`src/depth_to_point_deprojection_macros.svh`:
```
// Assertion macros for the depth-to-point deprojection block.
// Included by the top level; needs no package.
`ifndef DEPTH_TO_POINT_DEPROJECTION_MACROS_SVH
`define DEPTH_TO_POINT_DEPROJECTION_MACROS_SVH

`ifndef ASSERT_OFF
// Implication checked on every rising edge outside reset.
`define D2P_ASSERT_IMPL(label, clk, rst_n, prop, msg) \
  label: assert property (@(posedge clk) disable iff (!rst_n) prop) else $error(msg);
// Condition that must never be seen outside reset.
`define D2P_ASSERT_NEVER(label, clk, rst_n, cond, msg) \
  label: assert property (@(posedge clk) disable iff (!rst_n) !(cond)) else $error(msg);
`else
`define D2P_ASSERT_IMPL(label, clk, rst_n, prop, msg)
`define D2P_ASSERT_NEVER(label, clk, rst_n, cond, msg)
`endif

`endif

```
`src/d2p_pkg.sv`:
```
// Shared types and constants of the depth-to-point deprojection block.
// Used by every module; depends on nothing.
package d2p_pkg;

  localparam int unsigned MAX_DIMENSION = 4096;
  localparam int unsigned MAX_STEP      = 16;

  localparam int unsigned STEP_W  = 5;
  localparam int unsigned DIM_W   = 13;
  localparam int unsigned POS_W   = 12;
  localparam int unsigned PHASE_W = 4;
  localparam int unsigned DEPTH_W = 16;
  localparam int unsigned CTR_W   = 16;
  localparam int unsigned INVF_W  = 24;
  localparam int unsigned COORD_W = 32;
  localparam int unsigned CIDX_W  = 3;
  localparam int unsigned CDATA_W = 32;
  localparam int unsigned QDEPTH  = 4;
  localparam int unsigned QPTR_W  = 2;
  localparam int unsigned QCNT_W  = 3;

  // Configuration register indexes
  localparam logic [CIDX_W-1:0] REG_STEP   = 3'd0;
  localparam logic [CIDX_W-1:0] REG_WIDTH  = 3'd1;
  localparam logic [CIDX_W-1:0] REG_HEIGHT = 3'd2;
  localparam logic [CIDX_W-1:0] REG_CX     = 3'd3;
  localparam logic [CIDX_W-1:0] REG_CY     = 3'd4;
  localparam logic [CIDX_W-1:0] REG_IFX    = 3'd5;
  localparam logic [CIDX_W-1:0] REG_IFY    = 3'd6;

  localparam logic [DEPTH_W-1:0] DEPTH_BAD_HI = 16'hFFFF;

  typedef struct packed {
    logic [STEP_W-1:0]  step;
    logic [DIM_W-1:0]   width;
    logic [DIM_W-1:0]   height;
    logic [CTR_W-1:0]   center_x;
    logic [CTR_W-1:0]   center_y;
    logic [INVF_W-1:0]  inv_focal_x;
    logic [INVF_W-1:0]  inv_focal_y;
  } cfg_t;

  // One kept pixel on its way from front to back
  typedef struct packed {
    logic [POS_W-1:0]   col;
    logic [POS_W-1:0]   row;
    logic [DEPTH_W-1:0] depth;
    logic               last;
  } item_t;

endpackage

```
`src/d2p_queue.sv`:
```
// Short first-in first-out queue between front and back end.
// Depends on d2p_pkg.
module d2p_queue (
  input  logic            clk_i,
  input  logic            rst_ni,
  input  logic            push_i,
  input  d2p_pkg::item_t  push_item_i,
  output logic            full_o,
  input  logic            pop_i,
  output logic            pop_valid_o,
  output d2p_pkg::item_t  pop_item_o
);

  d2p_pkg::item_t                 slot_q [d2p_pkg::QDEPTH];
  logic [d2p_pkg::QPTR_W-1:0]     wr_q, rd_q;
  logic [d2p_pkg::QCNT_W-1:0]     cnt_q;
  logic                           do_pop;

  assign full_o      = cnt_q == d2p_pkg::QCNT_W'(d2p_pkg::QDEPTH);
  assign pop_valid_o = cnt_q != '0;
  assign pop_item_o  = slot_q[rd_q];
  assign do_pop      = pop_i && pop_valid_o;

  always_ff @(posedge clk_i) begin
    if (push_i) slot_q[wr_q] <= push_item_i;
  end

  always_ff @(posedge clk_i or negedge rst_ni) begin
    if (!rst_ni) begin
      wr_q  <= '0;
      rd_q  <= '0;
      cnt_q <= '0;
    end else begin
      if (push_i) wr_q <= wr_q + 1'b1;
      if (do_pop) rd_q <= rd_q + 1'b1;
      case ({push_i, do_pop})
        2'b10:   cnt_q <= cnt_q + 1'b1;
        2'b01:   cnt_q <= cnt_q - 1'b1;
        default: cnt_q <= cnt_q;
      endcase
    end
  end

endmodule

```
`config.mk`:
```
export PLATFORM = sky130hd
export DESIGN_NAME = d2p_queue
export DESIGN_NICKNAME = d
export VERILOG_FILES = /design/src/depth_to_point_deprojection_macros.svh /design/src/d2p_pkg.sv /design/src/d2p_queue.sv
export SDC_FILE = /design/constraint.sdc
export NUM_CORES = 1
export LEC_CHECK = 0
export ABC_AREA = 1
export BUFFER_PORTS_ARGS = -buffer_cell sky130_fd_sc_hd__buf_2
export CORE_MARGIN = 2
export CORE_UTILIZATION = 58
export CTS_CLUSTER_SIZE = 25
export DETAILED_ROUTE_END_ITERATION = 6
export HOLD_SLACK_MARGIN = 0.08
export PLACE_DENSITY = 0.8
export SYNTH_ARGS = -nofsm -noshare
export SYNTH_HDL_FRONTEND = slang
export SYNTH_SLANG_ARGS = --single-unit
```
`constraint.sdc`:
```
create_clock -name clk_i -period 2.41 [get_ports clk_i]
set_input_delay 0.241 -clock clk_i [delete_from_list [all_inputs] [get_ports clk_i]]
set_output_delay 0.241 -clock clk_i [all_outputs]
set_load 0.01 [all_outputs]
```
* After elaboration in Yosys (flattened, before gate mapping)
Memories as Yosys holds them, arrays and structs flattened. Index checks and enable logic that the tools add are counted.
Word-level totals: bits in registers 7, bits in latches 0, memory bits (writable) 164, ROM bits 0, bits of input ports 45, output and inout port bits 43, logic and storage cells 17, memories 1
Operators by class: add/sub/neg operators 4, multiply operators 0, divide/modulo/power cells 0, order comparisons 0, equal/unequal tests 3, shifts and indexed selects 0, multiplexer cells 3, bitwise logic cells 0, reduce and logical (&&, ||, !) cells 3
Memories:
- slot_q | depth 4, width 41, rd ports 1, clocked after memory_dff 0, write ports 1, line d2p_queue.sv:14 | d2p_pkg::item_t slot_q [d2p_pkg::QDEPTH];
Operator list (number):
- 3-bit one-hot mux with 2 select lines | 1
- 2-bit by 1-bit adder with 2-bit output (second input constant) | 2
- 3-bit by 1-bit adder with 3-bit output (second input constant) | 1
- 3-bit equality test (second input constant) | 1
- 3-bit nonzero test | 1
- 3-bit by 1-bit subtractor with 3-bit output (second input constant) | 1
- 2-bit by 1-bit equality test with 1-bit output (second input constant) | 1
- 2-bit equality test (second input constant) | 1
- 1-bit 2-to-1 mux | 2
- 2-bit nonzero test | 1
- 1-bit logical AND | 1

* Depth between registers and ports, before layout
Gate-level depths: netlist of the first run.
depth after elaboration 4, depth in mapped cells 12, depth with buffers taken out 12

* Worst setup path after synthesis of the first run
OpenSTA, ideal clock, no wires.
path type register -> register, start point register wr_q[0] (netlist name), end point memory slot_q[2][0] (netlist name), enable pin, setup time 0.396 ns, data arrival time 1.480 ns, data required time 2.014 ns, setup slack 0.534 ns, stages on the path, launching flop included 5, buffers on the path 0, period minus slack after synthesis 1.876 ns, path through dfrtp_1 -> inv_1 -> ha_1 -> nand2_1 -> inv_1
RTL lines:
- start: declaration | line d2p_queue.sv:15 | logic [d2p_pkg::QPTR_W-1:0] wr_q, rd_q;
- start signal: assignment | line d2p_queue.sv:34 | if (push_i) wr_q <= wr_q + 1'b1;
- end: declaration | line d2p_queue.sv:14
No word-level cell before the write port.

==> results of run 1 <==
worst paths after layout:
check | slack [ns] | endpoint | depth (start not counted)
max reg2reg | 0.57 | cnt_q[2] | 11
min | 0.15 | wr_q[0] | 2
min reg2reg | 0.52 | cnt_q[2] | 2
max | 0.24 | pop_item_o[3] | 6
max in group asynchronous | 2.05 | rd_q[1] | 2
min in group asynchronous | 0.18 | cnt_q[2] | 2
worst max-delay path: stages, from the launching register on:
cell and delay, ns:
dfrtp_1 0.44, inv_6 0.35, buf_4 0.30, nand2_1 0.11, o211ai_1 0.09, nand2_1 0.06
buf_2 0.14
synthesized netlist by cell type:
master | n | area share, %
edfxtp_1 | 164 | 68
nand2_1 | 124 | 6.4
inv_1 | 93 | 4.8
o211ai_2 | 43 | 7.4
o211ai_1 | 39 | 4.0
nand2_2 | 17 | 1.5
buf_6 | 16 | 2.5
buf_2 | 8 | 0.55
dfrtp_1 | 7 | 2.4
ha_1 | 5 | 0.86
inv_2 | 5 | 0.26
nand3_1 | 4 | 0.28
clkbuf_1 | 3 | 0.16
o21ai_0 | 2 | 0.14
buf_4 | 1 | 0.10
fa_1 | 1 | 0.28
nand4_1 | 1 | 0.086
nor3_1 | 1 | 0.069
xnor2_1 | 1 | 0.12
xor2_1 | 1 | 0.12
power by group:
part           internal (mW)  switching, mW  total [mW]
sequential              3.90          0.197        4.10
combinational           1.31           2.31        3.62
clock                   1.63           1.09        2.72
total                   6.84           3.59        10.4
flip-flops by register name (all words and copies together), names as in the netlist:
| signal | flops |
|---|---|
| cnt_q | 3 |
| slot_q | 164 |
| wr_q | 2 |
| rd_q | 2 |
kinds of logic (layout without fill, tap and decap cells):
family,Yosys count,count (layout),synth area share (%)
DFF,171,171,70.3
buffers and inverters,126,275,8.37
AOI/OAI and AO/OA,84,84,11.6
adders and majority gates,6,6,1.14
and+or+nand+nor,147,147,8.32
xor gates and xnor gates,2,2,0.242
layer usage:
| metal | up-vias | part of all wire (%) | global-route usage, % |
|---|---|---|---|
| met5 | - | 0 | 0 |
| li1 | 2117 | - | - |
| met2 | 107 | 52 | 36.8 |
| met3 | 23 | 3.7 | 4.24 |
| met1 | 2092 | 43 | 26.6 |
| met4 | 0 | 2.0 | 9.29 |
cell type report:
cell class / count / share of cell area, %
clock buffers: 17 / 4.80
clock inverters: 15 / 1.97
inverters: 98 / 4.20
multi-input cells: 239 / 17.4
flip-flops and latches: 171 / 57.5
well taps: 168 / 2.37
repair buffers: 145 / 11.7
what timing repair did:
item	in CTS	in global routing
hold buffers	43	0
endpoints found under the hold margin	172	0
gates resized for setup	0	0
==> results.cfg, run 1 <==
[run_status]
status = complete, no violations

[critical_path]
r2r-start = cnt_q[0]
critical_path.max_fanout = 46
path_class = reg2out
crit_required_ns = 2.17
cp-end-kind = output pin
startpoint_type = flip-flop
arrival_ns = 1.93
crit_start = rd_q[0]

[grt]
grt_max_degree = 47
antenna_found_initial = 0
track_usage_pct = 21.4
grt_pass1_wl_um = 21500
grt_pass1_vias = 4413
grt.overflow.total = 0

[cts]
cts_tree = built
cts_htree_levels = 4
cts_buffers = 17
root_buffer = clkbuf_16
clkTransAtPathRegs_ns = 0.06
postCtsSetupBuffers = 0
cts.path.max_buffers = 2
clk_latency_ns = 0.42
cts_sinks = 171

[place]
dp_slack_ns = 0.614
dp.cells = 778
placed_cell_area_sq_mm = 0.00784
io_buffers = 87
place_hpwl_um = 7960
place_congestion = 0.732

[synthesis]
ys_types = 20
syn-num-nets = 587
syn_area_per_cell_sq_um = 13.5
synthCells = 536
yosys_warnings = 0
ys_seq_area_share_pct = 70.3
syn-cell-area_sq_mm = 0.00725
synth-seq-cells = 171

[drt]
drc = 0
wl_um = 13300
first_pass_iters = 4
via_per_inst = 5.09
via_count = 4339
initialDrtViolationCount = 246
ant_nets = 0
post_drt_wl_per_cell_um = 15.6

[timing]
fin_crit_ns = 2.17
timing.hold.ws_ns = 0.153
grt_setup_unrepaired = no
skew_ns = 0.0105
fmax_mhz = 461
maxSlewViolCount = 0
setup_violations = 0
relSlewSlack_pct = 52.8
setup_slack_ns = 0.242
final_hold_viol_count = 0
tightest_slew_ns = 0.707
finalCritPeriodShare_pct = 89.9
fin_setup_tns_ns = 0

[die]
dieArea_sq_mm = 0.0134
core-area_sq_mm = 0.0121
die_y_um = 116
rows = 40
ios = 88
fp.dieW_um = 116
initial_utilization_pct = 59.9

[layout]
nets = 723
fin_cells = 853
stdcell_area_sq_mm = 0.00887
drive_gt1_share_pct = 29.8
final_common_cell = edfxtp_1
mostFrequentLayoutCells = edfxtp_1, nand2_1, inv_1
fin_util_pct = 73.2
n_antenna_cell = 0
syn_to_final_growth_pct = 22.3
seq_area_sq_mm = 0.00510
fillCellCount = 774
multiInputGateArea_sq_mm = 0.00154

[power]
pwr_density_cell_mw_per_mm2 = 1180
leakage_nw = 3.68
peakVddDrop_mv = 0.686
p_total_mw = 10.4

[worst_hold_path]
min_path_type = in2reg
hold_start = push_i

[run]
max_cap_violations = 0
Note: power is estimated with default switching activity, not from simulation.
==> run 2, diff against run 1 <==
--- a/config.mk
+++ b/config.mk
@@ -7,6 +7,7 @@
 export LEC_CHECK = 0
 export ABC_AREA = 1
 export BUFFER_PORTS_ARGS = -buffer_cell sky130_fd_sc_hd__buf_2
+export CORE_ASPECT_RATIO = 1.1
 export CORE_MARGIN = 2
 export CORE_UTILIZATION = 58
 export CTS_CLUSTER_SIZE = 25
==> results.cfg, run 2 (synthesis gave the netlist of run 1 again) <==
[run_status]
status = complete, no violations

[power]
pwr_density_cell_mw_per_mm2 = 1170
p_total_mw = 10.3
leakage_nw = 3.65
peakVddDrop_mv = 0.675

[drt]
ant_nets = 0
wl_um = 13600
initialDrtViolationCount = 348
drc = 0
first_pass_iters = 5
via_per_inst = 5.26
via_count = 4393
post_drt_wl_per_cell_um = 16.3

[grt]
grt.overflow.total = 0
track_usage_pct = 21.5
grt_max_degree = 51
antenna_found_initial = 0
grt_pass1_wl_um = 22100
grt_pass1_vias = 4508

[place]
io_buffers = 87
placed_cell_area_sq_mm = 0.00782
place_congestion = 0.738
dp.cells = 761
place_hpwl_um = 7810

[layout]
final_common_cell = edfxtp_1
mostFrequentLayoutCells = edfxtp_1, nand2_1, inv_1
syn_to_final_growth_pct = 21.4
n_antenna_cell = 0
stdcell_area_sq_mm = 0.00880
fin_cells = 835
largest_register = slot_q
nets = 719
drive_gt1_share_pct = 28.6
fin_util_pct = 72.5
top_regs = slot_q (164), cnt_q (3)
largest_reg_flops = 164

[die]
core-area_sq_mm = 0.0121
fp.dieW_um = 111
initial_utilization_pct = 59.7
dieArea_sq_mm = 0.0134
rows = 42
die_y_um = 121
ios = 88

[critical_path]
cp-end-kind = output pin
startpoint_type = flip-flop
path_class = reg2out
crit_start = rd_q[0]
crit_required_ns = 2.17
r2r_cells = 12
r2r-start = cnt_q[0]
arrival_ns = 1.94
critical_path.max_fanout = 50

[timing]
grt_setup_unrepaired = no
relSlewSlack_pct = 48.4
fmax_mhz = 459
skew_ns = 0.00665
final_hold_viol_count = 0
maxSlewViolCount = 0
fin_setup_tns_ns = 0
setup_violations = 0
fin_crit_ns = 2.18
tightest_slew_ns = 0.775
finalCritPeriodShare_pct = 90.4

[cts]
postCtsSetupBuffers = 0
cts_htree_levels = 4
clkTransAtPathRegs_ns = 0.06
cts.path.max_buffers = 2
root_buffer = clkbuf_16
clk_latency_ns = 0.41
cts_tree = built
cts_sinks = 171
cts_buffers = 17

[worst_hold_path]
hold_start = pop_i
min_path_type = in2reg
holdPathStages = 3

[run]
max_cap_violations = 0
run 2: changes by cell type in the layout (fill, tap and decap cells not counted):
| cell | change |
|---|---|
| clkinvlp_4 | -2 |
| clkinv_2 | -2 |
| bufinv_16 | -1 |
| clkbuf_1 | +1 |
| buf_12 | +2 |
| inv_6 | -1 |
| buf_4 | -5 |
| clkinv_1 | +5 |
| dlygate4sd3_1 | -1 |
run 2: final timing paths:
kind / end / slack [ns]
worst max-delay path: pop_item_o[1] / 0.23
worst min-delay path: rd_q[0] / 0.11
worst max register to register: cnt_q[2] / 0.42
worst min register to register: cnt_q[2] / 0.51
max in group asynchronous: rd_q[1] / 2.04
min in group asynchronous: wr_q[0] / 0.19
run 2: final cells by class:
class	instances	area (sq um)
clock buffers	18	429
clock inverters	14	130
fillers	753	3340
inverters	98	373
multi-input cells	239	1540
flip-flops and latches	171	5100
well taps	154	193
repair buffers	141	1030
run 2: worst max-delay path: stages (launching register included):
cell and delay, ns:
dfrtp_1 0.44, inv_6 0.34, buf_4 0.32, nand2_1 0.08, o211ai_1 0.09, nand2_1 0.10
buf_2 0.15
run 2: where the power goes:
group / switching, mW / internal [mW]
registers: 0.185 / 3.90
logic: 2.36 / 1.31
clock network: 1.05 / 1.51
total: 3.59 / 6.71
run 2: what timing repair did:
action,in CTS,in global routing
hold buffers,42,0
endpoints found under the hold margin,171,0
resized for setup,0,0
run 2: layer usage:
layer	vias to the layer above	part of all wire [%]	GRT usage, %
met5	-	0	0
met4	0	1.3	8.59
met3	14	4.4	4.50
met2	117	52	37.2
met1	2144	42	26.7
li1	2118	-	-
run 2: per-stage QoR:
step	setup slack, ns	hold slack, ns
global placement	0.728	0.0892
detailed placement	0.585	0.0866
global route	0.0733	0.111
finish	0.231	0.109
floorplan	0.534	-0.0546
CTS	0.202	0.0891
