===== config.mk =====
export PLATFORM = sky130hd
export DESIGN_NAME = d2p_front
export DESIGN_NICKNAME = d
export VERILOG_FILES = /design/src/depth_to_point_deprojection_macros.svh /design/src/d2p_pkg.sv /design/src/d2p_front.sv
export SDC_FILE = /design/constraint.sdc
export NUM_CORES = 1
export LEC_CHECK = 0
export BUFFER_PORTS_ARGS = -buffer_cell sky130_fd_sc_hd__clkbuf_2
export CAP_MARGIN = 20
export CORE_MARGIN = 2
export CORE_UTILIZATION = 55
export CTS_BUF_LIST = sky130_fd_sc_hd__clkbuf_4 sky130_fd_sc_hd__clkbuf_8
export DETAILED_ROUTE_END_ITERATION = 12
export PLACE_DENSITY = 0.76
export RECOVER_POWER = 25
export SYNTH_ARGS = -nofsm -noshare
export SYNTH_HDL_FRONTEND = slang
export SYNTH_SLANG_ARGS = --single-unit
export TNS_END_PERCENT = 20

===== constraint.sdc =====
create_clock -name clk_i -period 11.95 [get_ports clk_i]
set_input_delay 1.7925 -clock clk_i [delete_from_list [all_inputs] [get_ports clk_i]]
set_output_delay 1.7925 -clock clk_i [all_outputs]
set_load 0.1 [all_outputs]

===== src/depth_to_point_deprojection_macros.svh =====
// Assertion macros for the depth-to-point deprojection block.
// Included by the top level; needs no package.
`ifndef DEPTH_TO_POINT_DEPROJECTION_MACROS_SVH
`define DEPTH_TO_POINT_DEPROJECTION_MACROS_SVH

`ifndef ASSERT_OFF
// Implication checked on every rising edge outside reset.
`define D2P_ASSERT_IMPL(label, clk, rst_n, prop, msg) \
  label: assert property (@(posedge clk) disable iff (!rst_n) prop) else $error(msg);
// Condition that must never be seen outside reset.
`define D2P_ASSERT_NEVER(label, clk, rst_n, cond, msg) \
  label: assert property (@(posedge clk) disable iff (!rst_n) !(cond)) else $error(msg);
`else
`define D2P_ASSERT_IMPL(label, clk, rst_n, prop, msg)
`define D2P_ASSERT_NEVER(label, clk, rst_n, cond, msg)
`endif

`endif


===== src/d2p_pkg.sv =====
// Shared types and constants of the depth-to-point deprojection block.
// Used by every module; depends on nothing.
package d2p_pkg;

  localparam int unsigned MAX_DIMENSION = 4096;
  localparam int unsigned MAX_STEP      = 16;

  localparam int unsigned STEP_W  = 5;
  localparam int unsigned DIM_W   = 13;
  localparam int unsigned POS_W   = 12;
  localparam int unsigned PHASE_W = 4;
  localparam int unsigned DEPTH_W = 16;
  localparam int unsigned CTR_W   = 16;
  localparam int unsigned INVF_W  = 24;
  localparam int unsigned COORD_W = 32;
  localparam int unsigned CIDX_W  = 3;
  localparam int unsigned CDATA_W = 32;
  localparam int unsigned QDEPTH  = 4;
  localparam int unsigned QPTR_W  = 2;
  localparam int unsigned QCNT_W  = 3;

  // Configuration register indexes
  localparam logic [CIDX_W-1:0] REG_STEP   = 3'd0;
  localparam logic [CIDX_W-1:0] REG_WIDTH  = 3'd1;
  localparam logic [CIDX_W-1:0] REG_HEIGHT = 3'd2;
  localparam logic [CIDX_W-1:0] REG_CX     = 3'd3;
  localparam logic [CIDX_W-1:0] REG_CY     = 3'd4;
  localparam logic [CIDX_W-1:0] REG_IFX    = 3'd5;
  localparam logic [CIDX_W-1:0] REG_IFY    = 3'd6;

  localparam logic [DEPTH_W-1:0] DEPTH_BAD_HI = 16'hFFFF;

  typedef struct packed {
    logic [STEP_W-1:0]  step;
    logic [DIM_W-1:0]   width;
    logic [DIM_W-1:0]   height;
    logic [CTR_W-1:0]   center_x;
    logic [CTR_W-1:0]   center_y;
    logic [INVF_W-1:0]  inv_focal_x;
    logic [INVF_W-1:0]  inv_focal_y;
  } cfg_t;

  // One kept pixel on its way from front to back
  typedef struct packed {
    logic [POS_W-1:0]   col;
    logic [POS_W-1:0]   row;
    logic [DEPTH_W-1:0] depth;
    logic               last;
  } item_t;

endpackage


===== src/d2p_front.sv =====
// Front end: raster counters, decimation grid test and grid limit unit.
// Depends on d2p_pkg.
module d2p_front (
  input  logic                         clk_i,
  input  logic                         rst_ni,
  input  d2p_pkg::cfg_t                cfg_i,
  input  logic                         geo_start_i,
  input  logic                         in_valid_i,
  output logic                         in_ready_o,
  input  logic [d2p_pkg::DEPTH_W-1:0]  depth_i,
  input  logic                         first_of_frame_i,
  input  logic                         q_full_i,
  output logic                         push_o,
  output d2p_pkg::item_t               push_item_o
);

  localparam logic [d2p_pkg::PHASE_W-1:0] BIT_TOP = d2p_pkg::PHASE_W'(d2p_pkg::DIM_W - 1);

  logic [d2p_pkg::STEP_W-1:0]  step;
  logic [d2p_pkg::DIM_W-1:0]   w_eff, h_eff;

  logic                        busy_q;
  logic [d2p_pkg::PHASE_W-1:0] bit_q;
  logic [d2p_pkg::PHASE_W-1:0] rem_w_q, rem_h_q, rem_w_d, rem_h_d;
  logic [d2p_pkg::STEP_W-1:0]  trial_w, trial_h;
  logic [d2p_pkg::DIM_W-1:0]   lim_w_q, lim_h_q, last_c_q, last_r_q;

  logic [d2p_pkg::POS_W-1:0]   cc_q, rc_q, cc_d, rc_d, cc0, rc0, cc1, rc1;
  logic [d2p_pkg::PHASE_W-1:0] cph_q, rph_q, cph_d, rph_d, cph0, rph0, cph1, rph1;
  logic [d2p_pkg::DIM_W-1:0]   cc_inc, rc_inc;
  logic [d2p_pkg::STEP_W-1:0]  cph_inc, rph_inc;
  logic                        keep, accept;

  // Clamp the geometry registers to their legal ranges
  always_comb begin
    step = cfg_i.step;
    if (step == '0) step = d2p_pkg::STEP_W'(1);
    else if (step > d2p_pkg::STEP_W'(d2p_pkg::MAX_STEP)) step = d2p_pkg::STEP_W'(d2p_pkg::MAX_STEP);
    w_eff = cfg_i.width;
    if (w_eff == '0) w_eff = d2p_pkg::DIM_W'(1);
    else if (w_eff > d2p_pkg::DIM_W'(d2p_pkg::MAX_DIMENSION))
      w_eff = d2p_pkg::DIM_W'(d2p_pkg::MAX_DIMENSION);
    h_eff = cfg_i.height;
    if (h_eff == '0) h_eff = d2p_pkg::DIM_W'(1);
    else if (h_eff > d2p_pkg::DIM_W'(d2p_pkg::MAX_DIMENSION))
      h_eff = d2p_pkg::DIM_W'(d2p_pkg::MAX_DIMENSION);
  end

  // Restoring remainder, one size bit per cycle: size mod step
  always_comb begin
    trial_w = {rem_w_q, w_eff[bit_q]};
    trial_h = {rem_h_q, h_eff[bit_q]};
    rem_w_d = (trial_w >= step) ? d2p_pkg::PHASE_W'(trial_w - step) : trial_w[d2p_pkg::PHASE_W-1:0];
    rem_h_d = (trial_h >= step) ? d2p_pkg::PHASE_W'(trial_h - step) : trial_h[d2p_pkg::PHASE_W-1:0];
  end

  always_ff @(posedge clk_i or negedge rst_ni) begin
    if (!rst_ni) begin
      busy_q  <= 1'b1;
      bit_q   <= BIT_TOP;
      rem_w_q <= '0;
      rem_h_q <= '0;
    end else if (geo_start_i) begin
      busy_q  <= 1'b1;
      bit_q   <= BIT_TOP;
      rem_w_q <= '0;
      rem_h_q <= '0;
    end else if (busy_q) begin
      rem_w_q <= rem_w_d;
      rem_h_q <= rem_h_d;
      if (bit_q == '0) busy_q <= 1'b0;
      else bit_q <= bit_q - 1'b1;
    end
  end

  // Grid end and last grid position, taken on the final remainder step
  always_ff @(posedge clk_i) begin
    if (busy_q && !geo_start_i && bit_q == '0) begin
      lim_w_q  <= w_eff - d2p_pkg::DIM_W'(rem_w_d);
      lim_h_q  <= h_eff - d2p_pkg::DIM_W'(rem_h_d);
      last_c_q <= w_eff - d2p_pkg::DIM_W'(rem_w_d) - d2p_pkg::DIM_W'(step);
      last_r_q <= h_eff - d2p_pkg::DIM_W'(rem_h_d) - d2p_pkg::DIM_W'(step);
    end
  end

  assign in_ready_o = !busy_q && !q_full_i;
  assign accept     = in_valid_i && in_ready_o;

  // Raster position of this pixel and next position
  always_comb begin
    cc0  = first_of_frame_i ? '0 : cc_q;
    rc0  = first_of_frame_i ? '0 : rc_q;
    cph0 = first_of_frame_i ? '0 : cph_q;
    rph0 = first_of_frame_i ? '0 : rph_q;
    cc1  = cc0;  cph1 = cph0;
    rc1  = rc0;  rph1 = rph0;
    if (d2p_pkg::DIM_W'(cc0) >= w_eff) begin
      cc1  = '0;
      cph1 = '0;
    end
    if (d2p_pkg::DIM_W'(rc0) >= h_eff) begin
      rc1  = '0;
      rph1 = '0;
    end

    keep = (cph1 == '0) && (rph1 == '0) &&
           (d2p_pkg::DIM_W'(cc1) < lim_w_q) && (d2p_pkg::DIM_W'(rc1) < lim_h_q);

    push_item_o.col   = cc1;
    push_item_o.row   = rc1;
    push_item_o.depth = depth_i;
    push_item_o.last  = (d2p_pkg::DIM_W'(cc1) == last_c_q) &&
                        (d2p_pkg::DIM_W'(rc1) == last_r_q);

    cc_inc  = d2p_pkg::DIM_W'(cc1) + 1'b1;
    rc_inc  = d2p_pkg::DIM_W'(rc1) + 1'b1;
    cph_inc = d2p_pkg::STEP_W'(cph1) + 1'b1;
    rph_inc = d2p_pkg::STEP_W'(rph1) + 1'b1;
    cc_d  = cc_inc[d2p_pkg::POS_W-1:0];
    cph_d = (cph_inc >= step) ? '0 : cph_inc[d2p_pkg::PHASE_W-1:0];
    rc_d  = rc1;
    rph_d = rph1;
    if (cc_inc >= w_eff) begin
      cc_d  = '0;
      cph_d = '0;
      rc_d  = rc_inc[d2p_pkg::POS_W-1:0];
      rph_d = (rph_inc >= step) ? '0 : rph_inc[d2p_pkg::PHASE_W-1:0];
      if (rc_inc >= h_eff) begin
        rc_d  = '0;
        rph_d = '0;
      end
    end
  end

  assign push_o = accept && keep;

  always_ff @(posedge clk_i or negedge rst_ni) begin
    if (!rst_ni) begin
      cc_q  <= '0;
      rc_q  <= '0;
      cph_q <= '0;
      rph_q <= '0;
    end else if (accept) begin
      cc_q  <= cc_d;
      rc_q  <= rc_d;
      cph_q <= cph_d;
      rph_q <= rph_d;
    end
  end

endmodule


* Word-level counts from Yosys, hierarchy flattened
Cells that the tools add are included.
** Cells by class
- Add/sub/neg operators :: 11
- $lt $le $gt $ge :: 14
- Equal/unequal tests :: 3
- Multiplexer cells :: 38
- Reduce and logical (&&, ||, !) cells :: 20
** Operators by type and width (number)
- 12-bit 2-to-1 mux :: 7
- 4-bit 2-to-1 mux :: 18
- 13-bit 2-to-1 mux :: 4
- 12-bit by 1-bit adder with 13-bit output (second input constant) :: 2
- 12-bit by 13-bit equality test with 1-bit output :: 2
- 12-bit by 13-bit >= comparator with 1-bit output :: 2
- 13-bit >= comparator :: 2
- 13-bit > comparator (second input constant) :: 2
- 13-bit zero test :: 2
- 12-bit by 13-bit less-than comparator with 1-bit output :: 2
- 13-bit by 4-bit subtractor with 13-bit output :: 2
- 13-bit by 5-bit subtractor with 13-bit output :: 2
- 5-bit >= comparator :: 4
- 4-bit zero test :: 3
- 4-bit by 1-bit adder with 5-bit output (second input constant) :: 2
- 5-bit 2-to-1 mux :: 2
- 1-bit logical AND :: 9
- 1-bit binary-select mux with 4-bit select :: 2
- 4-bit subtractor :: 2
- 5-bit > comparator (second input constant) :: 1
- 5-bit zero test :: 1
- 4-bit by 5-bit less-than comparator with 1-bit output (second input constant) :: 1
- 1-bit 2-to-1 mux :: 5
- 4-bit by 1-bit subtractor with 4-bit output (second input constant) :: 1
- 4 further kinds :: 6
** Storage, ports and cells
- Bits in registers :: 97
- Input port bits :: 133
- Logic and storage cells :: 98

* Logic depth before layout (Yosys ltp)
Gate-level depths: netlist (run 1).
- Depth after elaboration :: 10
- Gate-level depth with buffers :: 28
- Depth with buffers taken out :: 26

* Worst setup path after synthesis (run 1)
No wires, ideal clock.
- Path kind :: input-to-output
- From :: in first_of_frame_i
- To :: out push_o
- Arrival :: 9.431 ns
- Setup slack :: 0.726 ns
- Stages :: 19
- Path buffers :: 4
- Cells stage by stage :: buf_6 -> clkbuf_1 -> clkbuf_1 -> nor2b_1 -> ha_1 -> nand2_1 -> nor2_1 -> a211oi_1 -> o22ai_1 -> or2_2 -> buf_2 -> nor3_1 -> ha_1 -> a21o_1 -> a21oi_1 -> nor2_1 -> nor4_1 -> nand3_1 -> a211oi_1
** RTL lines
- start, declared :: RTL line d2p_front.sv:11 : input logic first_of_frame_i,
- end, declared :: RTL line d2p_front.sv:13 : output logic push_o,

* Final worst setup path (run 1)
- From :: in cfg_i[98] (netlist bit)
- To :: out push_o
** Between the ends
- Longest elaborated chain between the ends :: 10
- Elaborated cells on any way between the ends :: 13
- Those cells by class :: order compare: 3; mux: 4; reduce/logical: 6
** RTL lines
- start, declared :: RTL line d2p_front.sv:6 : input d2p_pkg::cfg_t cfg_i,
- 13-bit > comparator :: RTL line d2p_front.sv:41 : else if (w_eff > d2p_pkg::DIM_W'(d2p_pkg::MAX_DIMENSION))
- 13-bit 2-to-1 mux :: RTL line d2p_front.sv:41
- 13-bit 2-to-1 mux (*) :: RTL line d2p_front.sv:40 : if (w_eff == '0) w_eff = d2p_pkg::DIM_W'(1);
- 12-bit by 13-bit >= comparator with 1-bit output (*) :: RTL line d2p_front.sv:97 : if (d2p_pkg::DIM_W'(cc0) >= w_eff) begin
- parallel branches: the longest is 3 deep, another holds 12-bit by 13-bit less-than comparator with 1-bit output
- 1-bit logical AND (*) :: RTL line d2p_front.sv:106 : keep = (cph1 == '0) && (rph1 == '0) &&
- 1-bit logical AND (*) :: RTL line d2p_front.sv:107 : (d2p_pkg::DIM_W'(cc1) < lim_w_q) && (d2p_pkg::DIM_W'(rc1) < lim_h_q);
- 1-bit logical AND (*) :: RTL line d2p_front.sv:135 : assign push_o = accept && keep;
Every way passes the cells marked *.

==> impl.org, run 1 <==
** Global route
- Global-route wire length before repair :: 38.1 mm
- GRT met1 Usage :: between 30% and 40%
- In the global route stage, met3 resource usage came out at 5.73%.
- Global routing used between 40% and 50% of the available met2 tracks.
- Antenna violations before repair :: 0
- Maximum number of pins on one net before global-route repair :: between 50 and 60
- Remaining global-route overflow :: 0
- In the global route stage, overall resource usage came out at 27.5%.
- Layer with the highest usage after global routing :: met2
- The via count of the first global-routing pass was 7404.

** STA
- After routing, the total negative slack on setup checks comes to 0 ns.
- The clock period could shrink to 9.41 ns.
- Headroom to the max-slew limit came out at -79.9%.
- Post-route fraction of the period consumed by the critical path :: 78.8%
- For the pin with the worst max-slew slack, the measured transition is between 2 and 3 ns.
- Setup violators final :: 0
- The number of endpoints with negative hold slack in the final report was 0.
- Worst clock skew :: 0.0149 ns
- Unrepaired setup endpoints after global routing :: no
- Based on the critical path, the design can be clocked at up to 106 MHz.
- The final max-slew violation count came to 99.

** Synthesis
- Counting flops with an async set or reset pin after synthesis yields a share of 46.4%.
- Sequential cells were found to cover 29.7% of the synthesized design area.
- After synthesis the cells add up to roughly 9100 sq um.
- Main synth FF type :: sky130_fd_sc_hd__edfxtp_1
- Yosys mapped a number of flops with a built-in enable equal to 52.
- Synthesized instance count :: 1040
- Seq cells post-synth :: 97
- Number of warning messages in the yosys log :: 0
- Dividing the synthesized area by the synthesized cell count gives 8.71 sq um.
- Number of nets produced by synthesis :: 1291
- Yosys cell types :: 80

** Floorplan
- Pin placement for this block handled roughly 180 I/O pins.
- The floorplan has 46 rows.
- Die span in y :: 132 um
- The floorplan step defined a die boundary enclosing about 18000 sq um.
- Placeable core region :: 16000 sq um
- Die X-Extent :: approximately 130 um
- Once the floorplan was initialized, standard cells occupied 56.6% of the core.

** Clocking
- CTS clk-pin slew, worst paths :: 0.09 ns
- Sinks on the clock net :: 97
- Counting the buffers created by CTS gives 9.
- TritonCTS built the clock tree.
- H-Tree Level Count :: 3
- In this run the deepest clock path goes through 2 buffers.
- At the later pin of the worst-skew pair, clock insertion delay measures 0.41 ns.
- Gates resized during post-CTS repair numbered 0.
- Count of buffers added by post-CTS timing repair for setup :: 0
- In this run the clock root is driven by a sky130_fd_sc_hd__clkbuf_8.
- Number of buffers inserted for hold repair after clock tree synthesis :: 0

** Place
- Placed wire-length estimate after detailed placement :: between 15 and 20 mm
- Input and output buffers added on the ports amount to 63.
- Inst Count DP :: 1278
- Routability-driven placement finished with a final weighted congestion of a little over 0.9.

** Worst setup path
- STA classifies the critical path startpoint as an input port.
- The kind of cell with the highest combined delay along the critical path is simple AND/OR/NAND/NOR gates.
- Arrival time at the worst endpoint :: 7.62 ns
- Worst reg2reg setup slack :: 5.69 ns
- Tracing the worst setup path back leads to its startpoint at cfg_i[98].
- CP bufs+invs :: 3
- Following the worst setup path forward leads to its endpoint at push_o.
- Critical path endpoint category :: primary output
- Critical setup path kind :: input port to primary output
- Max incr delay on CP :: 0.75 ns
- Master of the slowest instance on the critical path :: sky130_fd_sc_hd__nor2_1
- FF-to-FF path depth :: 24
- Critical R2R Capture :: rc_q[8]
- Crit Path Max Fanout :: 22
- The signal on the critical path passes through clkbuf_2 -> or4_1 -> nor4_1 -> a21oi_1 -> nor2_1 -> ha_1 -> nand2b_1 -> a21oi_1 -> o311ai_0 -> o21ai_1 -> buf_4 -> nor2_1 -> and2_1 -> ha_1 -> a21o_1 -> a21o_1 -> a21oi_1 -> nor2_1 -> nor4_1 -> nand3_1 -> a211oi_1 -> clkbuf_2.
- Worst Path Required :: 10.16 ns
- In this run the number of cells on the critical path is 22.
- In this run the critical register-to-register path is launched from cc_q[7].

** Detailed routing
- After detailed routing, the average wire length per cell comes to between 15 and 20 um.
- Violation count after the first detailed-routing iteration :: 738
- In the routed design, unresolved DRC markers number 0.
- The count of nets left with antenna violations once routing finished came out at 0.
- The routed layout has 7830 vias.
- Using the TritonRoute via totals, the vias-per-cell ratio works out to 6.05.
- Length of the first detailed-routing pass in iterations :: 7
- After detailed routing, the total wire length is 24.0 mm.

** Power
- Overall power after layout :: 1.90 mW
- For this design the static power due to leakage is 4.49 nW.
- Power spread over the standard cell area amounts to roughly 200 nW/um^2.
- Worst vdd rail ir drop :: 0.142 mV

** Finish
- From synthesis to final layout, the design area changed by 6.33%.
- Share of layout cells above drive strength 1 :: 10.4%
- After filler insertion, the fill cell instance count of the layout stands at 1454.
- Total inserted antenna cells :: 0
- Fin cells :: 1294
- At the end of the flow, the number of nets in the layout was 1324.

** Flow run
- MaxCap Viol Count :: 2

** Hold path
- The worst hold path belongs to the class flip-flop to flip-flop.

** Run status
- Violations in the final reports :: capacitance limit, slew limit
- The run finished, with violations left.
## tightest hold or removal path, stage by stage (launching register included)
cell                      delay, ns
sky130_fd_sc_hd__dfrtp_1       0.35
sky130_fd_sc_hd__nand2_1       0.05
sky130_fd_sc_hd__o31ai_1       0.05
## metrics by stage
| step | area [sq um] | util, % | hold slack, ns | setup slack (ns) |
|---|---|---|---|---|
| 6_report | 9630 | 60.2 | 0.478 | 2.54 |
| 5_1_grt | 9630 | 60.2 | 0.503 | 2.18 |
| 3_5_place_dp | 9440 | 59.0 | 0.458 | 2.65 |
| 3_3_place_gp | 9440 | 59.0 | 0.451 | 2.79 |
| 2_1_floorplan | 9060 | - | 0.439 | 0.726 |
| 4_1_cts | 9640 | 60.3 | 0.480 | 2.57 |
## registers in the layout, summed over array words and instances, names as in the netlist
name and cells:
lim_w_q 13, last_r_q 13, rph_q 4, last_c_q 13, cph_q 4, rem_w_q 4, busy_q 1, cc_q 12
rem_h_q 4, lim_h_q 13, rc_q 12, bit_q 4
## cell usage in the layout (no fill, tap or decap), types with 4 or more instances in the layout
cell and instances:
sky130_fd_sc_hd__dfrtp_1 42, sky130_fd_sc_hd__edfxtp_1 52, sky130_fd_sc_hd__xor2_1 32, sky130_fd_sc_hd__o22ai_1 9, sky130_fd_sc_hd__inv_1 80, sky130_fd_sc_hd__o41ai_1 4
sky130_fd_sc_hd__xnor2_1 41, sky130_fd_sc_hd__and3_1 10, sky130_fd_sc_hd__a22o_1 6, sky130_fd_sc_hd__nand4_1 11, sky130_fd_sc_hd__o31ai_1 10, sky130_fd_sc_hd__o21ai_0 42
sky130_fd_sc_hd__nor3_1 18, sky130_fd_sc_hd__nand2b_1 17, sky130_fd_sc_hd__a32o_1 4, sky130_fd_sc_hd__a31oi_1 11, sky130_fd_sc_hd__nor2b_1 24, sky130_fd_sc_hd__o21a_1 7
sky130_fd_sc_hd__and2_1 13, sky130_fd_sc_hd__clkbuf_2 62, sky130_fd_sc_hd__o2111ai_1 4, sky130_fd_sc_hd__nor4_1 13, sky130_fd_sc_hd__or2_2 7, sky130_fd_sc_hd__or4_1 4
sky130_fd_sc_hd__nor2_1 102, sky130_fd_sc_hd__o211ai_1 5, sky130_fd_sc_hd__a21oi_1 57, sky130_fd_sc_hd__nand2_1 98, sky130_fd_sc_hd__mux2i_1 10, sky130_fd_sc_hd__nor3b_1 4
sky130_fd_sc_hd__clkbuf_8 10, sky130_fd_sc_hd__ha_1 112, sky130_fd_sc_hd__buf_4 4, sky130_fd_sc_hd__fa_1 6, sky130_fd_sc_hd__a21o_1 30, sky130_fd_sc_hd__nand3_1 26
sky130_fd_sc_hd__a211oi_1 15, sky130_fd_sc_hd__or3_1 4
## layer usage
layer / wire length (um) / part of all wire [%]
met1: 10600 / 44
met2: 11000 / 46
met3: 1740 / 7.3
met4: 601 / 2.5
met5: 0 / 0
## final cells by class
cell class / count / area (sq um) / share of cell area [%]
clock buffer: 11 / 145 / 1.51
tap: 216 / 270 / 2.81
multi-input combinational: 815 / 5810 / 60.3
timing repair buffer: 69 / 352 / 3.65
clock inverter: 5 / 61.3 / 0.637
sequential: 97 / 2690 / 27.9
inverter: 81 / 304 / 3.16
## worst min path at each step
stage	depth (start not counted)	end	startpoint	slack (ns)
after floorplan	2	cc_q[2]	cc_q[2]	0.44
after global placement	2	cc_q[2]	cc_q[2]	0.45
after detailed placement	2	cc_q[2]	cc_q[2]	0.46
after CTS	2	cc_q[0]	cc_q[0]	0.48
after global routing	2	cc_q[0]	cc_q[0]	0.50
final	2	cc_q[0]	cc_q[0]	0.48
## Yosys cell counts (17+ instances only)
cell type	instances	area [sq um]
sky130_fd_sc_hd__xor2_1	32	280
sky130_fd_sc_hd__nand2_1	98	368
sky130_fd_sc_hd__nor2_1	102	383
sky130_fd_sc_hd__a21o_1	30	225
sky130_fd_sc_hd__nand2b_1	17	106
sky130_fd_sc_hd__nand3_1	26	130
sky130_fd_sc_hd__o21ai_0	43	215
sky130_fd_sc_hd__ha_1	112	1400
sky130_fd_sc_hd__edfxtp_1	52	1560
sky130_fd_sc_hd__inv_1	80	300
sky130_fd_sc_hd__nor3_1	18	90.1
sky130_fd_sc_hd__a21oi_1	57	285
sky130_fd_sc_hd__clkbuf_1	21	78.8
sky130_fd_sc_hd__nor2b_1	24	150
sky130_fd_sc_hd__dfrtp_1	42	1050
sky130_fd_sc_hd__buf_4	18	135
sky130_fd_sc_hd__xnor2_1	41	359
## power by group
part	total (mW)	internal [mW]	switching, mW
combinational	1.15	0.468	0.677
clock	0.235	0.106	0.129
sequential	0.515	0.471	0.0447
total	1.90	1.05	0.850
## kinds of logic (layout without fill, tap and decap cells)
kind of cell | count (synthesis) | after routing | synth area share [%]
DFF | 97 | 97 | 29.7
AOI/OAI and AO/OA | 242 | 242 | 18.2
muxes | 13 | 13 | 1.85
adders and majority gates | 118 | 118 | 16.8
buffers and inverters | 128 | 166 | 6.18
xor gates and xnor gates | 73 | 73 | 7.06
and+or+nand+nor | 369 | 369 | 20.2
Note: power is estimated with default switching activity, not from simulation.
==> run 2: changes to the inputs <==
CORE_UTILIZATION = 53   (was 55)
PLACE_DENSITY = 0.77   (was 0.76)
clock period = 8.6 ns   (was 11.95 ns; I/O delays follow)
==> impl.org, run 2 (synthesized netlist as in run 1, its figures left out) <==
** Detailed routing
- Via count :: 7971
- Dividing the detail-routed wire length by the instance count gives approximately 19 um.
- Length of the first detailed-routing pass in iterations :: 5
- Post-DRT Antenna Nets :: 0
- The first routing iteration left 737 violations.
- For this run, design rule violations remaining after detail routing come to 0.
- Wire length on met3 :: 1.85 mm
- Topmost layer with routed signal wires :: met4
- Dividing the detail-routed via count by the number of cells gives 6.12.
- Met1 WL :: 10.5 mm
- Wire length on met2 :: 11.0 mm
- Total wire length after detailed routing :: 24.1 mm

** Worst setup path
- Master of the slowest instance on the critical path :: sky130_fd_sc_hd__nor2_1
- At the worst endpoint, the required time is between 7 and 8 ns.
- The critical path crosses 22 cells after its start point.
- Data arrives at the worst endpoint at 6.67 ns.
- Top cell family by delay on the critical path :: simple AND/OR/NAND/NOR gates
- CP bufs+invs :: 3
- The worst setup path is launched from an input port.
- Measured in cells, the most critical reg-to-reg path has a length of 20.
- CP Launch Point :: cfg_i[98]
- Crit Path Max Fanout :: 15
- The worst register-to-register path ends at last_r_q[11].
- Critical setup path kind :: input port to primary output
- Worst reg2reg setup slack :: 2.51 ns
- The worst register-to-register path begins at bit_q[1].
- The signal on the critical path passes through clkbuf_2 -> or4_1 -> nor4_1 -> a21oi_1 -> nor2_1 -> buf_4 -> ha_1 -> nand2b_1 -> a21oi_1 -> o311ai_0 -> o21ai_1 -> nor2_1 -> and2_1 -> ha_1 -> a21o_1 -> a21o_1 -> a21oi_1 -> nor2_1 -> nor4_1 -> nand3_1 -> a211oi_2 -> clkbuf_2.
- Critical path endpoint category :: primary output
- For this run, the slowest stage of the critical path takes 0.74 ns.

** Power
- For this design the ratio of total power to cell area is 273 nW/um^2.
- Registers are responsible for a little over a quarter of the overall power.
- The analysis attributes to net switching a power of 1.18 mW.
- In this run switching power makes up 44.6% of total power.
- VDD sags by at most roughly 0.22 mV.
- Combinational logic is responsible for 60.2% of the overall power.
- In this run the static leakage power is 4.52 nW.
- Internal power comes to roughly 1.5 mW.
- The clock network accounts for 12.7% of the total power.

** Finish
- After filler insertion, the fill cell instance count of the layout stands at about 1500.
- Net count of the finished layout :: 1328
- The library cells used most frequently in the layout, excluding fill and tap cells, are sky130_fd_sc_hd__ha_1 (112), sky130_fd_sc_hd__nor2_1 (100), sky130_fd_sc_hd__nand2_1 (98).
- Leading cell type in the layout, fill and taps excluded :: sky130_fd_sc_hd__ha_1
- Share of layout cells above drive strength 1 :: ~11%
- The repair_antennas step left the layout with diodes totalling 0.
- From synthesis to final layout, the design area changed by 6.99%.

** Hold path
- The worst hold path belongs to the class flip-flop to flip-flop.
- In this run the most critical hold path is launched from cc_q[2].
- The path with the worst hold slack has its endpoint at cc_q[2].
- Number of stages on the worst hold path :: 2

** Place
- Port buffering added 63 buffers.
- The congestion estimate from routability-driven global placement came to 0.932.
- At the placement stage, the worst setup path has a slack of slightly above 0.8 ns.
- Summed over all nets, the half-perimeter wirelength after detailed placement is 19.1 mm.

** Floorplan
- The floorplan has 47 rows.
- Die X-Extent :: between 100 and 150 um
- In this run the vertical extent of the chip is ~130 um.
- The die covers 18100 sq um.
- Placeable core region :: 16600 sq um
- The initial utilization of the core area, before any placement, comes to a little over half.
- I/O pins :: 176

** Clocking
- Count of instances resized after the clock tree is built :: 0
- The clock tree synthesis step divided the H-tree into 3 levels.
- The tree built by TritonCTS fans out to 97 sinks.
- Post-CTS timing repair inserted 0 buffers for setup.
- CTS root buf :: sky130_fd_sc_hd__clkbuf_8
- Number of buffers between clock root and the deepest sink :: 2
- Number of buffers inserted for hold repair after clock tree synthesis :: 0
- CTS tree :: done
- After clock tree synthesis, the clock-pin slew on the worst setup and hold paths is 0.10 ns.
- Clock buffers created by TritonCTS :: 9
- Clock latency at the later pin of the worst-skew pair :: 0.39 ns

** Global route
- Maximum number of pins on one net before global-route repair :: 53
- The first global-routing pass estimated 38.5 mm of wire.
- The via count of the first global-routing pass came to approximately 7500.
- Global routing used roughly 27% of the available tracks across all layers.
- Remaining global-route overflow :: 0
- The initial antenna violation count came to 0.

** STA
- Final count of pins violating max slew :: a little under 100
- Setup violators final :: 0
- At the pin with the least slew margin, the transition time is 2.66 ns.
- Based on the critical path, the design can be clocked at up to 126 MHz.
- Number of failing hold endpoints at the final stage :: 0
- Fin crit period :: 7.96 ns
- Post-route fraction of the period consumed by the critical path :: 92.6%
- Unrepaired setup endpoints after global routing :: no
- Worst clock skew :: 0.00834 ns
- Fin Setup TNS :: 0 ns
- Worst setup slack after layout :: 0.639 ns
- Headroom to the max-slew limit came out at -77.3%.

** Run status
- The final reports fail on capacitance limit, slew limit.
- The run finished, with violations left.

** Flow run
- The tool flagged a number of max-cap violations equal to 2.
run 2: cell count changes in the layout (fill, tap and decap cells not counted), sizes merged:
cell and change:
buf +4, clkinv -2, clkbuf +1, inv +1
run 2: power groups by stage:
stage	registers, mW	logic, mW	clock network (mW)
after CTS	0.714	1.59	0.337
after detailed placement	0.725	1.58	0
final	0.717	1.59	0.336
after global placement	0.722	1.52	0
after global routing	0.723	1.77	0.349
after floorplan	0.695	1.30	0
run 2: layout make-up:
type	count	area (sq um)	share of cell area [%]
Multi-Input combinational cell	815	5820	60.1
Tap cell	220	275	2.84
Inverter	81	304	3.14
Timing Repair Buffer	73	383	3.95
Sequential cell	97	2690	27.8
Clock buffer	12	159	1.64
Clock inverter	4	56.3	0.581
run 2: worst reg2reg max path, stage by stage (launching register included):
cell                      delay (ns)
sky130_fd_sc_hd__dfrtp_1        0.72
sky130_fd_sc_hd__mux4_2         0.58
sky130_fd_sc_hd__mux2i_1        0.16
sky130_fd_sc_hd__o22ai_1        0.13
sky130_fd_sc_hd__ha_1           0.33
sky130_fd_sc_hd__and4_1         0.21
sky130_fd_sc_hd__or3_1          0.34
sky130_fd_sc_hd__a21oi_1        0.36
sky130_fd_sc_hd__mux2i_1        0.33
sky130_fd_sc_hd__ha_1           0.22
sky130_fd_sc_hd__inv_1          0.05
sky130_fd_sc_hd__fa_1           0.45
sky130_fd_sc_hd__a21o_1         0.19
sky130_fd_sc_hd__a21oi_1        0.23
sky130_fd_sc_hd__xor2_1         0.21
sky130_fd_sc_hd__ha_1           0.29
sky130_fd_sc_hd__a21oi_1        0.26
sky130_fd_sc_hd__nor3b_1        0.24
sky130_fd_sc_hd__nand3_1        0.13
sky130_fd_sc_hd__nor4_1         0.29
sky130_fd_sc_hd__xor2_1         0.11
run 2: worst max-delay path by stage:
| stage | end |
|---|---|
| 2_1_floorplan | push_o |
| 3_3_place_gp | push_o |
| 3_5_place_dp | push_o |
| 4_1_cts | push_o |
| 5_1_grt | push_o |
| 6_report | push_o |
run 2: routing by layer:
| layer | global-route usage (%) | up-vias |
|---|---|---|
| met3 | 5.07 | 54 |
| met5 | 0 | - |
| met1 | 36.6 | 3804 |
| met2 | 42.6 | 313 |
| met4 | 11.5 | 0 |
| li1 | - | 3800 |
run 2: metrics by stage:
stage / power [mW] / instances / hold slack (ns) / cell area, sq um / util (%)
after floorplan: 2.00 / 1040 / 0.439 / 9070 / -
after global placement: 2.24 / 1286 / 0.450 / 9490 / 57.0
after detailed placement: 2.30 / 1286 / 0.456 / 9490 / 57.0
after CTS: 2.64 / 1302 / 0.478 / 9700 / 58.3
after global routing: 2.85 / 1302 / 0.514 / 9690 / 58.2
final: 2.65 / 1302 / 0.483 / 9690 / 58.2
==> run 3: changes to the inputs <==
--- a/constraint.sdc
+++ b/constraint.sdc
@@ -3,2 +3,2 @@
 set_output_delay 1.29 -clock clk_i [all_outputs]
-set_load 0.1 [all_outputs]
+set_load 0.05 [all_outputs]
==> impl.org, run 3 (synthesized netlist as in run 1, its figures left out) <==
** Clocking
- Number of buffers inserted for hold repair after clock tree synthesis :: 0
- CTS tree :: done
- After clock tree synthesis, the clock-pin slew on the worst setup and hold paths is around 0.1 ns.
- H-Tree Level Count :: 3
- Clock buffers created by TritonCTS :: 9
- In this run, post-CTS repair resized a total of 0 instances.
- CTS root buf :: sky130_fd_sc_hd__clkbuf_8
- Count of buffers added by post-CTS timing repair for setup :: 0
- Clock latency at the later pin of the worst-skew pair :: 0.39 ns
- Counting along the longest clock path gives a buffer depth of 2.
- Sinks on the clock net :: just under 100

** STA
- Fin Setup TNS :: 0 ns
- Highest attainable clock frequency :: 130 MHz
- Unrepaired setup endpoints after global routing :: no
- Slew @ Worst Pin :: approximately 2.6 ns
- The worst pin sits at a relative slew slack of -74.7%.
- Setup violators final :: 0
- Post-route fraction of the period consumed by the critical path :: 89.3%
- The final max-slew violation count is 99.
- Across the routed clock network, the largest skew measured is around 0.017 ns.
- The worst path needs approximately 7.7 ns of the cycle, external delays included.
- The number of endpoints with negative hold slack in the final report came to 0.
- Setup slack on the critical path of the routed design comes to 0.918 ns.

** Place
- During placement, the flow inserted port buffers numbering 63.
- Detailed placement ended at an HPWL of ~19 mm.
- Before CTS, the worst setup slack after placement is between 0.9 and 1 ns.
- Final estimated routing congestion in global placement :: 0.941
- Placed Area :: 9480 sq um

** Worst setup path
- Top cell family by delay on the critical path :: simple AND/OR/NAND/NOR gates
- Startpoint of the worst register-to-register path :: bit_q[1]
- Crit Path Max Fanout :: 10
- FF-to-FF path depth :: 20
- The setup check on the worst reg-to-reg path leaves a slack of 2.47 ns.
- Max incr delay on CP :: 0.56 ns
- Arrival time at the worst endpoint :: 6.39 ns
- The worst setup path is launched from an input port.
- In this run the critical register-to-register path is captured at last_r_q[12].
- Cell-by-cell trace of the critical path :: clkbuf_2 -> or4_1 -> nor4_1 -> a21oi_1 -> nor2_1 -> ha_1 -> nand2b_1 -> a21oi_1 -> o311ai_0 -> o21ai_1 -> nor2_1 -> and2_1 -> ha_1 -> a21o_1 -> a21o_1 -> a21oi_1 -> nor2_1 -> nor4_1 -> nand3_1 -> a211oi_1 -> clkbuf_2
- On the critical path, the stage with the largest delay is an instance of sky130_fd_sc_hd__or4_1.
- Critical setup path kind :: input port to primary output
- Worst Path Required :: approximately 7.3 ns
- CP bufs+invs :: 2
- Tracing the worst setup path back leads to its startpoint at cfg_i[98].
- The worst setup path is captured at a primary output.

** Power
- Power density cells :: 268 nW/um^2
- Sequential cells burn 27.6% of the power.
- Worst vdd rail ir drop :: 0.214 mV
- Switching power summed over all nets :: 1.14 mW
- Part of the total power dissipated in the clock network :: 12.5%
- Comb pwr share :: 59.9%
- Net switching is 43.8% of the power.
- The analysis attributes to cell leakage a power of around 4.5 nW.
- Internal power :: about 1.5 mW

** Floorplan
- The floorplan step set the die height to ~130 um.
- The region available for standard cell placement spans roughly 17000 sq um.
- Die X-Extent :: between 100 and 150 um
- 176 I/O pins were placed.
- Effective utilization at floorplan :: about 54%
- The die covers 18100 sq um.
- Row generation in the floorplan step produced 47 rows.

** Hold path
- Capture endpoint of the worst hold path :: cc_q[2]
- The worst hold path was traced through 2 stages.
- Type of the worst min-delay path :: flip-flop to flip-flop
- Startpoint of the most critical hold path :: cc_q[2]

** Detailed routing
- Drt drc :: 0
- Before antenna repair, the detailed router went through 6 iterations.
- Final routed wire length divided by cell count :: 18.2 um
- The detailed router finished its first iteration with 714 violations.
- Post-DRT Antenna Nets :: 0
- Detail-routed via count per cell :: a little over 6
- For this block, the via count after detailed routing is approximately 8000.
- Total wire length after detailed routing :: 23.7 mm

** Run status
- Violations in the final reports :: capacitance limit, slew limit
- Run status :: finished, violations left

** Finish
- Net count of the finished layout :: between 1000 and 1500
- 0 antenna diodes ended up in the layout.
- Leading cell type in the layout, fill and taps excluded :: sky130_fd_sc_hd__ha_1
- Most frequent cells in the layout :: sky130_fd_sc_hd__ha_1 (112), sky130_fd_sc_hd__nor2_1 (102), sky130_fd_sc_hd__nand2_1 (98)
- After routing the design area is just under 10000 sq um.
- Relative to the synthesized area, the layout overhead comes to 6.85%.
- Share of layout cells above drive strength 1 :: 10.8%

** Global route
- The via count of the first global-routing pass came to 7442.
- Remaining global-route overflow :: 0
- The initial antenna violation count was 0.
- Maximum number of pins on one net before global-route repair :: 53
- The first global-routing pass estimated 38.1 mm of wire.
- In the global route stage, overall resource usage came out at 26.8%.

** Flow run
- MaxCap Viol Count :: 2
run 3: power by group through the flow:
stage | logic, mW | registers [mW] | clock network, mW
after floorplan | 1.25 | 0.695 | 0
after global placement | 1.48 | 0.722 | 0
after detailed placement | 1.53 | 0.723 | 0
after CTS | 1.54 | 0.713 | 0.328
after global routing | 1.73 | 0.721 | 0.347
final | 1.55 | 0.715 | 0.325
run 3: through the flow:
stage          total power, mW  hold WS, ns  cells  utilization [%]
4_1_cts                   2.58        0.480   1303             58.2
6_report                  2.59        0.482   1303             58.1
3_3_place_gp              2.21        0.452   1287             57.0
5_1_grt                   2.79        0.531   1303             58.1
3_5_place_dp              2.25        0.456   1287             57.0
2_1_floorplan             1.94        0.439   1040                -
run 3: cell type report:
type / instances / area (sq um)
repair buffers: 74 / 389
multi-input cells: 815 / 5810
fillers: 1465 / 6970
clock buffers: 10 / 138
inverters: 81 / 304
well taps: 220 / 275
flip-flops and latches: 97 / 2690
clock inverters: 6 / 73.8
run 3: worst max-delay path by stage:
stage,to,slack (ns),cells past startpoint
final,push_o,0.92,21
after global routing,push_o,0.37,21
after CTS,push_o,0.90,21
after detailed placement,push_o,0.91,21
after global placement,push_o,1.0,22
after floorplan,push_o,0.53,19
run 3: worst reg2reg max path: cells and delay by family (launching register included):
family,cells,cell delay (ns)
buf+inv,1,0.05
fa+ha+maj,4,1.29
simple gates,6,1.51
flops,1,0.71
compound gates,4,0.92
xor+xnor,2,0.35
mux,3,1.05
run 3: routing by layer:
metal / vias to the layer above / GRT usage (%) / routed length, um
met1: 3796 / 37.5 / 10600
met3: 63 / 3.15 / 1580
met5: - / 0 / 0
met4: 0 / 11.8 / 799
met2: 296 / 42.1 / 10800
li1: 3807 / - / -
